==> src/lpd_pkg.sv <==
package lpd_pkg;

  localparam int unsigned ByteW = 8;
  localparam int unsigned LenW  = 15;
  localparam int unsigned HighW = 7;

  localparam logic [LenW-1:0] MaxLenReset = LenW'(16'h1000);
  localparam logic [LenW-1:0] MinTwoByte  = LenW'(8'h80);

  typedef enum logic [1:0] {
    PH_FIRST  = 2'd0,
    PH_SECOND = 2'd1,
    PH_BODY   = 2'd2,
    PH_STOP   = 2'd3
  } phase_e;

  typedef enum logic [1:0] {
    KIND_BODY    = 2'd0,
    KIND_EMPTY   = 2'd1,
    KIND_NONMIN  = 2'd2,
    KIND_TOOLONG = 2'd3
  } kind_e;

endpackage

==> src/length_prefix_deframer_unit.sv <==
// A body byte or a status result is registered and shown in the cycle after its request
// is accepted; a prefix gives one only if empty or in error, bytes after an error none.
// Throughput: one request per cycle, limited only by the single output register
// draining; the input stalls only while that register is full and stalled itself.
// Reset: asynchronous, active low; returns to expecting a first prefix byte, clears
// the sticky error and sets the maximum body length to 4096.
module length_prefix_deframer_unit (
  input  logic                      clk_i,
  input  logic                      rst_ni,
  input  logic                      cfg_we_i,
  input  logic [lpd_pkg::LenW-1:0]  cfg_wdata_i,
  input  logic                      in_valid_i,
  output logic                      in_stall_o,
  input  logic [lpd_pkg::ByteW-1:0] in_byte_i,
  output logic                      out_valid_o,
  input  logic                      out_stall_i,
  output logic [lpd_pkg::ByteW-1:0] out_byte_o,
  output logic [1:0]                kind_o,
  output logic                      last_o,
  output logic [lpd_pkg::LenW-1:0]  packet_length_o
);
  import lpd_pkg::*;

  phase_e            phase_q, phase_d;
  logic [HighW-1:0]  high_q, high_d;
  logic [LenW-1:0]   left_q, left_d;
  logic [LenW-1:0]   cur_len_q, cur_len_d;
  logic [LenW-1:0]   max_len_q;

  logic              out_valid_q, out_valid_d;
  logic [ByteW-1:0]  out_byte_q;
  kind_e             out_kind_q;
  logic              out_last_q;
  logic [LenW-1:0]   out_len_q;

  logic              in_fire;
  logic              res_valid;
  logic [ByteW-1:0]  res_byte;
  kind_e             res_kind;
  logic              res_last;
  logic [LenW-1:0]   res_len;
  logic [LenW-1:0]   dec_len;
  logic              two_byte;

  // The output register is the only buffer; a new request is taken whenever it can
  // be emptied in the same cycle.
  assign in_stall_o = out_valid_q & out_stall_i;
  assign in_fire    = in_valid_i & ~in_stall_o;

  assign two_byte = (phase_q == PH_SECOND);
  assign dec_len  = two_byte ? {high_q, in_byte_i}
                             : {{(LenW-HighW){1'b0}}, in_byte_i[HighW-1:0]};

  always_comb begin
    phase_d   = phase_q;
    high_d    = high_q;
    left_d    = left_q;
    cur_len_d = cur_len_q;
    res_valid = 1'b0;
    res_byte  = '0;
    res_kind  = KIND_BODY;
    res_last  = 1'b0;
    res_len   = '0;
    if (in_fire) begin
      unique case (phase_q)
        PH_FIRST, PH_SECOND: begin
          if (phase_q == PH_FIRST && in_byte_i[ByteW-1]) begin
            high_d  = in_byte_i[HighW-1:0];
            phase_d = PH_SECOND;
          end else if (two_byte && dec_len < MinTwoByte) begin
            phase_d   = PH_STOP;
            res_valid = 1'b1;
            res_kind  = KIND_NONMIN;
            res_len   = dec_len;
          end else if (dec_len > max_len_q) begin
            phase_d   = PH_STOP;
            res_valid = 1'b1;
            res_kind  = KIND_TOOLONG;
            res_len   = dec_len;
          end else if (dec_len == '0) begin
            cur_len_d = '0;
            left_d    = '0;
            phase_d   = PH_FIRST;
            res_valid = 1'b1;
            res_kind  = KIND_EMPTY;
            res_last  = 1'b1;
          end else begin
            cur_len_d = dec_len;
            left_d    = dec_len;
            phase_d   = PH_BODY;
          end
        end
        PH_BODY: begin
          res_valid = 1'b1;
          res_byte  = in_byte_i;
          res_kind  = KIND_BODY;
          res_len   = cur_len_q;
          res_last  = (left_q <= LenW'(1));
          if (res_last) begin
            left_d  = '0;
            phase_d = PH_FIRST;
          end else begin
            left_d = left_q - LenW'(1);
          end
        end
        PH_STOP: begin
          phase_d = PH_STOP;
        end
        default: begin
          phase_d = PH_STOP;
        end
      endcase
    end
  end

  always_comb begin
    out_valid_d = out_valid_q;
    if (in_fire && res_valid) begin
      out_valid_d = 1'b1;
    end else if (!out_stall_i) begin
      out_valid_d = 1'b0;
    end
  end

  always_ff @(posedge clk_i or negedge rst_ni) begin
    if (!rst_ni) begin
      phase_q     <= PH_FIRST;
      high_q      <= '0;
      left_q      <= '0;
      cur_len_q   <= '0;
      max_len_q   <= MaxLenReset;
      out_valid_q <= 1'b0;
    end else begin
      phase_q     <= phase_d;
      high_q      <= high_d;
      left_q      <= left_d;
      cur_len_q   <= cur_len_d;
      out_valid_q <= out_valid_d;
      if (cfg_we_i) begin
        max_len_q <= cfg_wdata_i;
      end
    end
  end

  always_ff @(posedge clk_i) begin
    if (in_fire && res_valid) begin
      out_byte_q <= res_byte;
      out_kind_q <= res_kind;
      out_last_q <= res_last;
      out_len_q  <= res_len;
    end
  end

  assign out_valid_o     = out_valid_q;
  assign out_byte_o      = out_byte_q;
  assign kind_o          = out_kind_q;
  assign last_o          = out_last_q;
  assign packet_length_o = out_len_q;

  // An error stops the deframer until reset.
  a_stop_sticky: assert property (@(posedge clk_i) disable iff (!rst_ni)
    phase_q == PH_STOP |=> phase_q == PH_STOP)
    else $error("deframer left the stopped state");

  a_error_stops: assert property (@(posedge clk_i) disable iff (!rst_ni)
    (in_fire && res_valid && (res_kind == KIND_NONMIN || res_kind == KIND_TOOLONG))
    |=> phase_q == PH_STOP)
    else $error("error reported without stopping");

  a_body_count: assert property (@(posedge clk_i) disable iff (!rst_ni)
    phase_q == PH_BODY |-> (left_q != '0 && left_q <= cur_len_q))
    else $error("body byte count out of range");

  a_empty_form: assert property (@(posedge clk_i) disable iff (!rst_ni)
    (out_valid_q && out_kind_q == KIND_EMPTY) |-> (out_last_q && out_len_q == '0))
    else $error("malformed empty packet result");

endmodule
==> config.mk <==
export PLATFORM = sky130hd
export DESIGN_NAME = length_prefix_deframer_unit
export DESIGN_NICKNAME = d
export VERILOG_FILES = /design/src/lpd_pkg.sv /design/src/length_prefix_deframer_unit.sv
export SDC_FILE = /design/constraint.sdc
export NUM_CORES = 1
export LEC_CHECK = 0
export BUFFER_PORTS_ARGS = -buffer_cell sky130_fd_sc_hd__buf_4
export CORE_MARGIN = 4
export CORE_UTILIZATION = 30
export DETAILED_ROUTE_END_ITERATION = 7
export GPL_TIMING_DRIVEN = 0
export MAX_ROUTING_LAYER = met4
export PLACE_DENSITY = 0.48
export SLEW_MARGIN = 40
export SYNTH_ARGS = -nofsm -noshare
export SYNTH_HDL_FRONTEND = slang
export SYNTH_SLANG_ARGS = --single-unit
==> constraint.sdc <==
create_clock -name clk_i -period 4.2 [get_ports clk_i]
set_clock_uncertainty 0.05 [all_clocks]
set_input_delay 0.42 -clock clk_i [delete_from_list [all_inputs] [get_ports clk_i]]
set_output_delay 0.42 -clock clk_i [all_outputs]
set_load 0.02 [all_outputs]
==> results.txt, run 1 <==
EDFF count, synth - 26
Critical Path Max Stage Delay - 720 ps
share of cells above drive strength 1 - 22.6%
first-pass GRT wire length - 18,200 µm
WL/cell - 17.7 µm
cell taking the most area after synthesis - dfrtp_1
initial antenna violation count - 0
maximum clock rate - 264 MHz
dominant synthesized flop cell - dfrtp_1
Slowest-stage cell, CP - o221a_2
Post-route DRC - 0
Max IR drop VDD - 0.269 mV
layout net count - 494
vias per cell - 5.23
largest net degree at the start of global routing - 56
post-placement cell count - 616
CTS buffer count - 9
power consumption - 0.00336 W
number of global-route vias before repair - 3,419
Cell Pwr Density - 657 nW/µm²
Max FO, Critical Path - 27
Mapped Cells - 386
Tcrit/Tclk final - 90.3%
RSZ-0062 raised after global routing - no
Worst Setup End Kind - flip-flop
Post-DP Area - 4770 µm²
CTS tree - yes
grt ovf - 0
Finished Core Util - 38.4%
hold buffers post-CTS - 0
WS Path Type - flip-flop to flip-flop
Die Area - 15,700 µm²
syn nets - 429
Post-CTS Setup Inserts - 0
status - finished, violations left
Die H - 125 µm
Hold Path Class - input pin to async pin
Top Ports - 56
Worst setup SP type - flip-flop
leakage - 2.24 nW
Clk pin slew, worst setup/hold paths - 60 ps
TNS Setup - 0 ps
# setup viols final - 0
Detail Placement HPWL - 8070 µm
Syn. warnings - 0
CTS Sinks - 81
Metal-1 WL - 5080 µm
antenna fix cells - 0
Port Buffers - 54
violated checks - negative hold slack
synth top area cells - dfrtp_1, edfxtp_1, ha_1
max-slew violations - 0
number of synthesized register bits - 81
Starting DRT DRC Count - 240
fillers - 1,357
row cnt - 42
part of the Yosys area used for sequential elements - 52.2%
worst-path cell chain - buf_2, nor2b_1, and2_1, ha_1, and4_1, nand2_1, and2b_1, o2111ai_1, a21boi_2, o221a_2
total global routing track utilization - 15.2%
Synth top area share - 32.7%
Root Buffer - clkbuf_16
Top Layer Used - met4
Post-Route WL - 11,200 µm
Area growth syn-to-layout - 23.9%
Fin Hold WS - -17.5 ps
Post-synth ARST share - 67.9%
post-cts resize count - 0
starting density of the core - 31.0%
Avg Synthesized Cell Area - 10.7 µm²
CTS H-tree depth - 3
die width - 125 µm
Max-Cap Viols - 0
DRT Pass-1 Iters - 5
synth unique cells - 56
worst-margin pin slew - 683 ps
Post-Layout Cell Count - 632
Max clock buf depth - 2
Final Critical Period - 3790 ps
core area - 13,300 µm²
WL met3 - 781 µm
met2 WL - 5030 µm
relative slew slack - 54.5%
Synth Cell Area - 4130 µm²
Final ANT Viol Nets - 0
via count - 3,308
Routability Congestion - 0.892
final hold violations - 13
clk_lat worst skew - 350 ps
worst path required time - 4130 ps
design area - 5120 µm²
Arr. time, crit path - 3720 ps
commonest cells after routing, fill and taps aside - buf_4, dfrtp_1, nand2_1, a21oi_1, edfxtp_1
## kinds of logic (layout without fill, tap and decap cells)
group,after synthesis,in the layout,synth area share (%)
adders and majority gates,16,16,4.82
DFF,81,81,52.2
muxes,23,23,6.24
and+or+nand+nor,115,115,14.5
buffers and inverters,43,113,4.69
xor gates and xnor gates,2,2,0.424
AOI/OAI and AO/OA,106,106,17.1
## worst max-delay path: cells and delay by family, from the launching register on
| family | cells | cell delay, ps |
|---|---|---|
| AO/OA/AOI/OAI | 3 | 1260 |
| AND/OR/NAND/NOR | 5 | 1320 |
| buffers and inverters | 1 | 200 |
| adder cells (fa/ha/maj) | 1 | 200 |
| flip-flops | 1 | 350 |
## final timing paths
kind                                  from             to  slack, ps  cells after the start
setup / recovery                 flip-flop  out_byte_o[0]        410                     10
hold / removal                      rst_ni   max_len_q[6]        -20                      1
min in group clk_i         cfg_wdata_i[13]  max_len_q[13]        230                      3
hold reg to reg              cur_len_q[10]  cur_len_q[10]        450                      1
max in group asynchronous           rst_ni  max_len_q[12]       3720                      1
setup reg to reg                 flip-flop  out_byte_o[0]        410                     10
## synthesized netlist by cell type, types with 3 or more instances
| library cell | number |
|---|---|
| mux2_2 | 15 |
| o21ai_1 | 5 |
| nand2_1 | 27 |
| buf_2 | 5 |
| dfrtp_1 | 54 |
| inv_1 | 23 |
| nor2_1 | 22 |
| nor2b_1 | 4 |
| nor4_1 | 3 |
| nand2b_1 | 3 |
| ha_1 | 15 |
| o21ai_0 | 25 |
| clkbuf_1 | 11 |
| or3_1 | 3 |
| mux2_1 | 7 |
| nand3_1 | 4 |
| nor3_1 | 17 |
| and3_1 | 9 |
| a32o_1 | 12 |
| edfxtp_1 | 26 |
| and2_1 | 9 |
| o31ai_1 | 10 |
| or2_1 | 3 |
| a31oi_1 | 5 |
| a21oi_1 | 27 |
| buf_6 | 3 |
## area by class of cell
| class | instances | area [µm²] | share of cell area [%] |
|---|---|---|---|
| Sequential cell | 81 | 2160 | 42.2 |
| Clock buffer | 10 | 229 | 4.47 |
| Inverter | 23 | 86.3 | 1.69 |
| Multi-Input combinational cell | 262 | 1790 | 35.0 |
| Buffer | 20 | 108 | 2.10 |
| Timing Repair Buffer | 54 | 409 | 7.99 |
| Tap cell | 176 | 220 | 4.30 |
| Clock inverter | 6 | 115 | 2.25 |
## per-layer routing
| metal | up-vias | GRT usage, % |
|---|---|---|
| li1 | 1561 | - |
| met2 | 119 | 22.5 |
| met4 | 0 | 5.74 |
| met1 | 1603 | 19.5 |
| met5 | - | - |
| met3 | 25 | 4.78 |
## power breakdown
group / switching [W] / total, W / internal, W
Sequential: 0.000150 / 0.00124 / 0.00109
Combinational: 0.000749 / 0.00121 / 0.000457
Clock: 0.000329 / 0.000913 / 0.000584
Total: 0.00123 / 0.00336 / 0.00213
## sequential cells by signal, summed over array words and instances (netlist names), named ones only
name,flops
cur_len_q,15
high_q,7
kind_o,2
last_o,1
left_q,15
max_len_q,15
out_byte_o,8
out_valid_o,1
packet_length_o,15
phase_q,1
## per-stage QoR
step	hold slack, ps	setup WS (ps)
global placement	413	447
CTS	123	415
detailed placement	426	426
global route	33.6	134
floorplan	74.4	1120
finish	-17.5	409
(Power assumes the default switching activity.)
==> run 2, diff against run 1 <==
--- a/config.mk
+++ b/config.mk
@@ -7,11 +7,11 @@
 export LEC_CHECK = 0
 export BUFFER_PORTS_ARGS = -buffer_cell sky130_fd_sc_hd__buf_4
 export CORE_MARGIN = 4
-export CORE_UTILIZATION = 30
+export CORE_UTILIZATION = 34
 export DETAILED_ROUTE_END_ITERATION = 7
 export GPL_TIMING_DRIVEN = 0
 export MAX_ROUTING_LAYER = met4
-export PLACE_DENSITY = 0.48
+export PLACE_DENSITY = 0.53
 export SLEW_MARGIN = 40
 export SYNTH_ARGS = -nofsm -noshare
 export SYNTH_HDL_FRONTEND = slang
==> results.txt, run 2 (same netlist as run 1, synthesis figures left out) <==
CP delay by family, top - simple AND/OR/NAND/NOR gates (unchanged)
Area growth syn-to-layout - 21.7% (was 23.9%)
Worst Setup End Kind - flip-flop (unchanged)
commonest cells after routing, fill and taps aside - buf_4, dfrtp_1, nand2_1, a21oi_1, edfxtp_1 (unchanged)
Max IR drop VDD - 0.321 mV (was 0.269 mV)
worst-margin pin slew - 733 ps (was 683 ps)
Final Critical Period - 3900 ps (was 3790 ps)
max-slew violations - 0 (unchanged)
worst path required time - 4120 ps (was 4130 ps)
Cell Pwr Density - 641 nW/µm² (was 657 nW/µm²)
Port Buffers - 54 (unchanged)
maximum clock rate - 256 MHz (was 264 MHz)
Starting DRT DRC Count - 208 (was 240)
share of cells above drive strength 1 - 22.8% (was 22.6%)
Post-Route WL - 11,000 µm (was 11,200 µm)
Die H - 118 µm (was 125 µm)
final hold violations - 0 (was 13)
vias per cell - 5.49 (was 5.23)
core area - 11,700 µm² (was 13,300 µm²)
Max FO, Critical Path - 27 (unchanged)
hold buffers post-CTS - 0 (unchanged)
Tcrit/Tclk final - 92.9% (was 90.3%)
post-cts resize count - 0 (unchanged)
Max clock buf depth - 2 (unchanged)
TNS Setup - 0 ps (unchanged)
Post-CTS Setup Inserts - 0 (unchanged)
Worst setup SP type - flip-flop (unchanged)
Critical Path Max Stage Delay - 740 ps (was 720 ps)
WL/cell - 18.3 µm (was 17.7 µm)
CTS tree - yes (unchanged)
CTS H-tree depth - 3 (unchanged)
# setup viols final - 0 (unchanged)
CP Buf/Inv Count - 1 (unchanged)
number of global-route vias before repair - 3,416 (was 3,419)
Arr. time, crit path - 3820 ps (was 3720 ps)
row cnt - 39 (was 42)
Finished Core Util - 43.1% (was 38.4%)
die width - 118 µm (was 125 µm)
clk_lat worst skew - 340 ps (was 350 ps)
commonest non-fill, non-tap cell in the layout - buf_4
Final ANT Viol Nets - 0 (unchanged)
CTS Sinks - 81 (unchanged)
antenna fix cells - 0 (unchanged)
Clk pin slew, worst setup/hold paths - 60 ps (about the same)
status - completed (was finished, violations left)
Root Buffer - clkbuf_16 (unchanged)
Die Area - 14,000 µm² (was 15,700 µm²)
Top Ports - 56 (unchanged)
Hold Path Class - input pin to async pin (unchanged)
Slowest-stage cell, CP - o221a_2 (unchanged)
initial antenna violation count - 0 (unchanged)
layout net count - 494 (unchanged)
DRT Pass-1 Iters - 4 (was 5)
leakage - 2.22 nW (was 2.24 nW)
starting density of the core - 35.4% (was 31.0%)
Max-Cap Viols - 0 (unchanged)
Detail Placement HPWL - 7910 µm (was 8070 µm)
via count - 3,288 (was 3,308)
worst-path cell chain - buf_2, nor2b_1, and2_1, ha_1, and4_1, nand2_1, and2b_1, o2111ai_1, a21boi_2, o221a_2 (unchanged)
relative slew slack - 51.1% (was 54.5%)
total global routing track utilization - 16.8% (was 15.2%)
Post-route DRC - 0 (unchanged)
Routability Congestion - 0.863 (was 0.892)
CTS buffer count - 9 (unchanged)
grt ovf - 0 (unchanged)
WS Path Type - flip-flop to flip-flop (unchanged)
largest net degree at the start of global routing - 56 (unchanged)
RSZ-0062 raised after global routing - no (unchanged)
first-pass GRT wire length - 18,300 µm (was 18,200 µm)
==> run 2: worst paths after layout <==
| kind | from | to | slack (ps) | cells past startpoint |
|---|---|---|---|---|
| worst max-delay path | flip-flop | packet_length_o[11] | 300 | 10 |
| worst min-delay path | rst_ni | cur_len_q[5] | 80 | 1 |
| worst max register to register | flip-flop | packet_length_o[11] | 300 | 10 |
| worst min register to register | cur_len_q[7] | cur_len_q[7] | 430 | 1 |
| max in group asynchronous | rst_ni | left_q[1] | 3520 | 1 |
| min in group clk_i | cfg_wdata_i[6] | max_len_q[6] | 230 | 3 |
==> run 2: metal layers <==
metal | routed length, µm | GRT usage, % | vias up | share of wire, %
met5 | 0 | - | - | 0
met4 | 87 | 5.20 | 0 | 0.79
met3 | 615 | 3.53 | 6 | 5.6
met2 | 5280 | 25.7 | 85 | 48
met1 | 4970 | 22.5 | 1636 | 45
li1 | - | - | 1561 | -
==> run 2: power by group <==
group	leakage (nW)	total, W	internal, W	switching, W
Clock	0.145	0.000777	0.000442	0.000335
Sequential	0.934	0.00124	0.00109	0.000148
Combinational	1.14	0.00120	0.000457	0.000746
==> run 2: through the flow <==
| stage | hold slack, ps | cell area [µm²] | cells | total power (W) | setup WS (ps) |
|---|---|---|---|---|---|
| after CTS | 131 | 5030 | 599 | 0.00324 | 290 |
| after global routing | 141 | 5030 | 599 | 0.00343 | 59.5 |
| after global placement | 413 | 4720 | 583 | 0.00242 | 453 |
| final | 82.3 | 5030 | 599 | 0.00322 | 300 |
| after detailed placement | 422 | 4730 | 583 | 0.00245 | 342 |
| after floorplan | 74.4 | 4130 | 386 | 0.00204 | 1120 |
==> run 2: area by class of cell <==
class                      instances  area, µm²
tap                              143        179
buffer                            20        108
clock buffer                      10        250
clock inverter                     6       45.0
inverter                          23       86.3
sequential                        81       2160
timing repair buffer              54        405
multi-input combinational        262       1790
fill                            1124       6640
==> run 3, diff against run 2 <==
--- a/config.mk
+++ b/config.mk
@@ -8,6 +8,7 @@
 export BUFFER_PORTS_ARGS = -buffer_cell sky130_fd_sc_hd__buf_4
 export CORE_MARGIN = 4
 export CORE_UTILIZATION = 34
+export CTS_BUF_LIST = sky130_fd_sc_hd__clkbuf_8
 export DETAILED_ROUTE_END_ITERATION = 7
 export GPL_TIMING_DRIVEN = 0
 export MAX_ROUTING_LAYER = met4
==> results.txt, run 3 (same netlist as run 1, synthesis figures left out) <==
CTS Sinks - 81 (unchanged)
Max-Cap Viols - 0 (unchanged)
WL/cell - 18.1 µm (was 18.3 µm)
vias per cell - 5.46 (was 5.49)
sequential power share - 41.0% (was 38.5%)
starting density of the core - 35.4% (unchanged)
Starting DRT DRC Count - 182 (was 208)
Top Layer Used - met4 (unchanged)
Cell Pwr Density - 614 nW/µm² (was 641 nW/µm²)
worst-margin pin slew - 731 ps (was 733 ps)
Int Pwr - 0.00183 W (was 0.00199 W)
share of cells above drive strength 1 - 22.8% (unchanged)
WS Path Type - flip-flop to flip-flop (unchanged)
Max clock buf depth - 2 (unchanged)
first-pass GRT wire length - 18,100 µm (was 18,300 µm)
via count - 3,268 (was 3,288)
Worst Setup End Kind - flip-flop (unchanged)
power consumption - 0.00303 W (was 0.00322 W)
layout net count - 494 (unchanged)
Tcrit/Tclk final - 91.9% (was 92.9%)
RSZ-0062 raised after global routing - no (unchanged)
number of global-route vias before repair - 3,399 (was 3,416)
Root Buffer - clkbuf_8 (was clkbuf_16)
met2 WL - 5170 µm (was 5280 µm)
grt ovf - 0 (unchanged)
commonest cells after routing, fill and taps aside - buf_4, dfrtp_1, nand2_1, a21oi_1, edfxtp_1 (unchanged)
status - completed (unchanged)
Final ANT Viol Nets - 0 (unchanged)
DRT Pass-1 Iters - 4 (unchanged)
Psw - 0.00120 W (was 0.00123 W)
clk_lat worst skew - 360 ps (was 340 ps)
largest net degree at the start of global routing - 56 (unchanged)
Final Critical Period - 3860 ps (was 3900 ps)
Die Area - 14,000 µm² (unchanged)
antenna fix cells - 0 (unchanged)
Worst setup SP type - flip-flop (unchanged)
maximum clock rate - 259 MHz (was 256 MHz)
WL met3 - 692 µm (was 615 µm)
Logic pwr share - 39.7% (was 37.4%)
TNS Setup - 0 ps (unchanged)
Post-route DRC - 0 (unchanged)
Hold Path Class - input pin to async pin (unchanged)
Die H - 118 µm (unchanged)
worst path required time - 4140 ps (was 4120 ps)
Detail Placement HPWL - 7910 µm (unchanged)
Metal-1 WL - 4870 µm (was 4970 µm)
initial antenna violation count - 0 (unchanged)
core area - 11,700 µm² (unchanged)
max-slew violations - 0 (unchanged)
row cnt - 39 (unchanged)
CTS H-tree depth - 3 (unchanged)
relative slew slack - 51.2% (was 51.1%)
post-placement cell count - 583 (unchanged)
total global routing track utilization - 16.7% (was 16.8%)
Post-Route WL - 10,900 µm (was 11,000 µm)
Top Ports - 56 (unchanged)
CTS tree - yes (unchanged)
commonest non-fill, non-tap cell in the layout - buf_4 (unchanged)
fillers - 1,133 (was 1,124)
Max FO, Critical Path - 27 (unchanged)
hold buffers post-CTS - 0 (unchanged)
Port Buffers - 54 (unchanged)
Max IR drop VDD - 0.266 mV (was 0.321 mV)
clock power share - 19.3% (was 24.1%)
die width - 118 µm (unchanged)
# setup viols final - 0 (unchanged)
Routability Congestion - 0.863 (unchanged)
final hold violations - 0 (unchanged)
Switching Fraction - 39.6% (was 38.1%)
Area growth syn-to-layout - 19.3% (was 21.7%)
CTS buffer count - 9 (unchanged)
Post-CTS Setup Inserts - 0 (unchanged)
post-cts resize count - 0 (unchanged)
Clk pin slew, worst setup/hold paths - 80 ps (was 60 ps)
Arr. time, crit path - 3800 ps (was 3820 ps)
leakage - 2.18 nW (was 2.22 nW)
Post-Layout Cell Count - 599 (unchanged)
==> run 3: changes by cell type in the layout (fill, tap and decap cells not counted) <==
cell	before	now
clkbuf_16	10	0
bufinv_16	0	1
clkbuf_8	0	9
==> run 3: power by group through the flow <==
stage / combinational [W] / sequential, W / clock (W)
after floorplan: 0.000734 / 0.00131 / 0
after global placement: 0.00117 / 0.00125 / 0
after detailed placement: 0.00120 / 0.00126 / 0
after CTS: 0.00120 / 0.00124 / 0.000606
after global routing: 0.00132 / 0.00127 / 0.000640
final: 0.00120 / 0.00124 / 0.000585
==> run 3: area by class of cell <==
class,count,area (µm²),share of cell area [%]
sequential,81,2160,43.8
tap,143,179,3.63
inverter,23,86.3,1.75
timing repair buffer,54,405,8.22
clock inverter,7,75.1,1.52
buffer,20,108,2.18
clock buffer,9,124,2.51
multi-input combinational,262,1790,36.4
==> run 3: per-stage QoR <==
stage	worst slack [ps]	hold slack (ps)	util, %	cell area, µm²
after floorplan	1120	74.4	-	4130
after global placement	453	413	40.4	4720
after detailed placement	342	422	40.6	4730
after CTS	317	93.0	42.3	4930
after global routing	83.2	116	42.3	4930
final	339	56.1	42.3	4930
==> run 3: final timing paths <==
| check | startpoint | endpoint | slack (ps) | cells after the start |
|---|---|---|---|---|
| worst max-delay path | flip-flop | packet_length_o[8] | 340 | 10 |
| worst min-delay path | rst_ni | cur_len_q[5] | 60 | 1 |
| worst max register to register | flip-flop | packet_length_o[8] | 340 | 10 |
| worst min register to register | cur_len_q[7] | cur_len_q[7] | 440 | 1 |
| max in group asynchronous | rst_ni | left_q[1] | 3540 | 1 |
| min in group clk_i | cfg_wdata_i[11] | max_len_q[11] | 210 | 3 |
==> run 3: critical path: stages, from the launching register on <==
cell and delay (ps):
dfrtp_1 370, buf_2 210, nor2b_1 460, and2_1 380
ha_1 190, and4_1 260, nand2_1 90, and2b_1 190
o2111ai_1 150, a21boi_2 400, o221a_2 740
==> run 3: metal layers <==
metal	up-vias	global-route usage, %
met3	10	3.34
met1	1594	22.4
met2	108	25.7
met5	-	-
met4	0	4.91
li1	1556	-
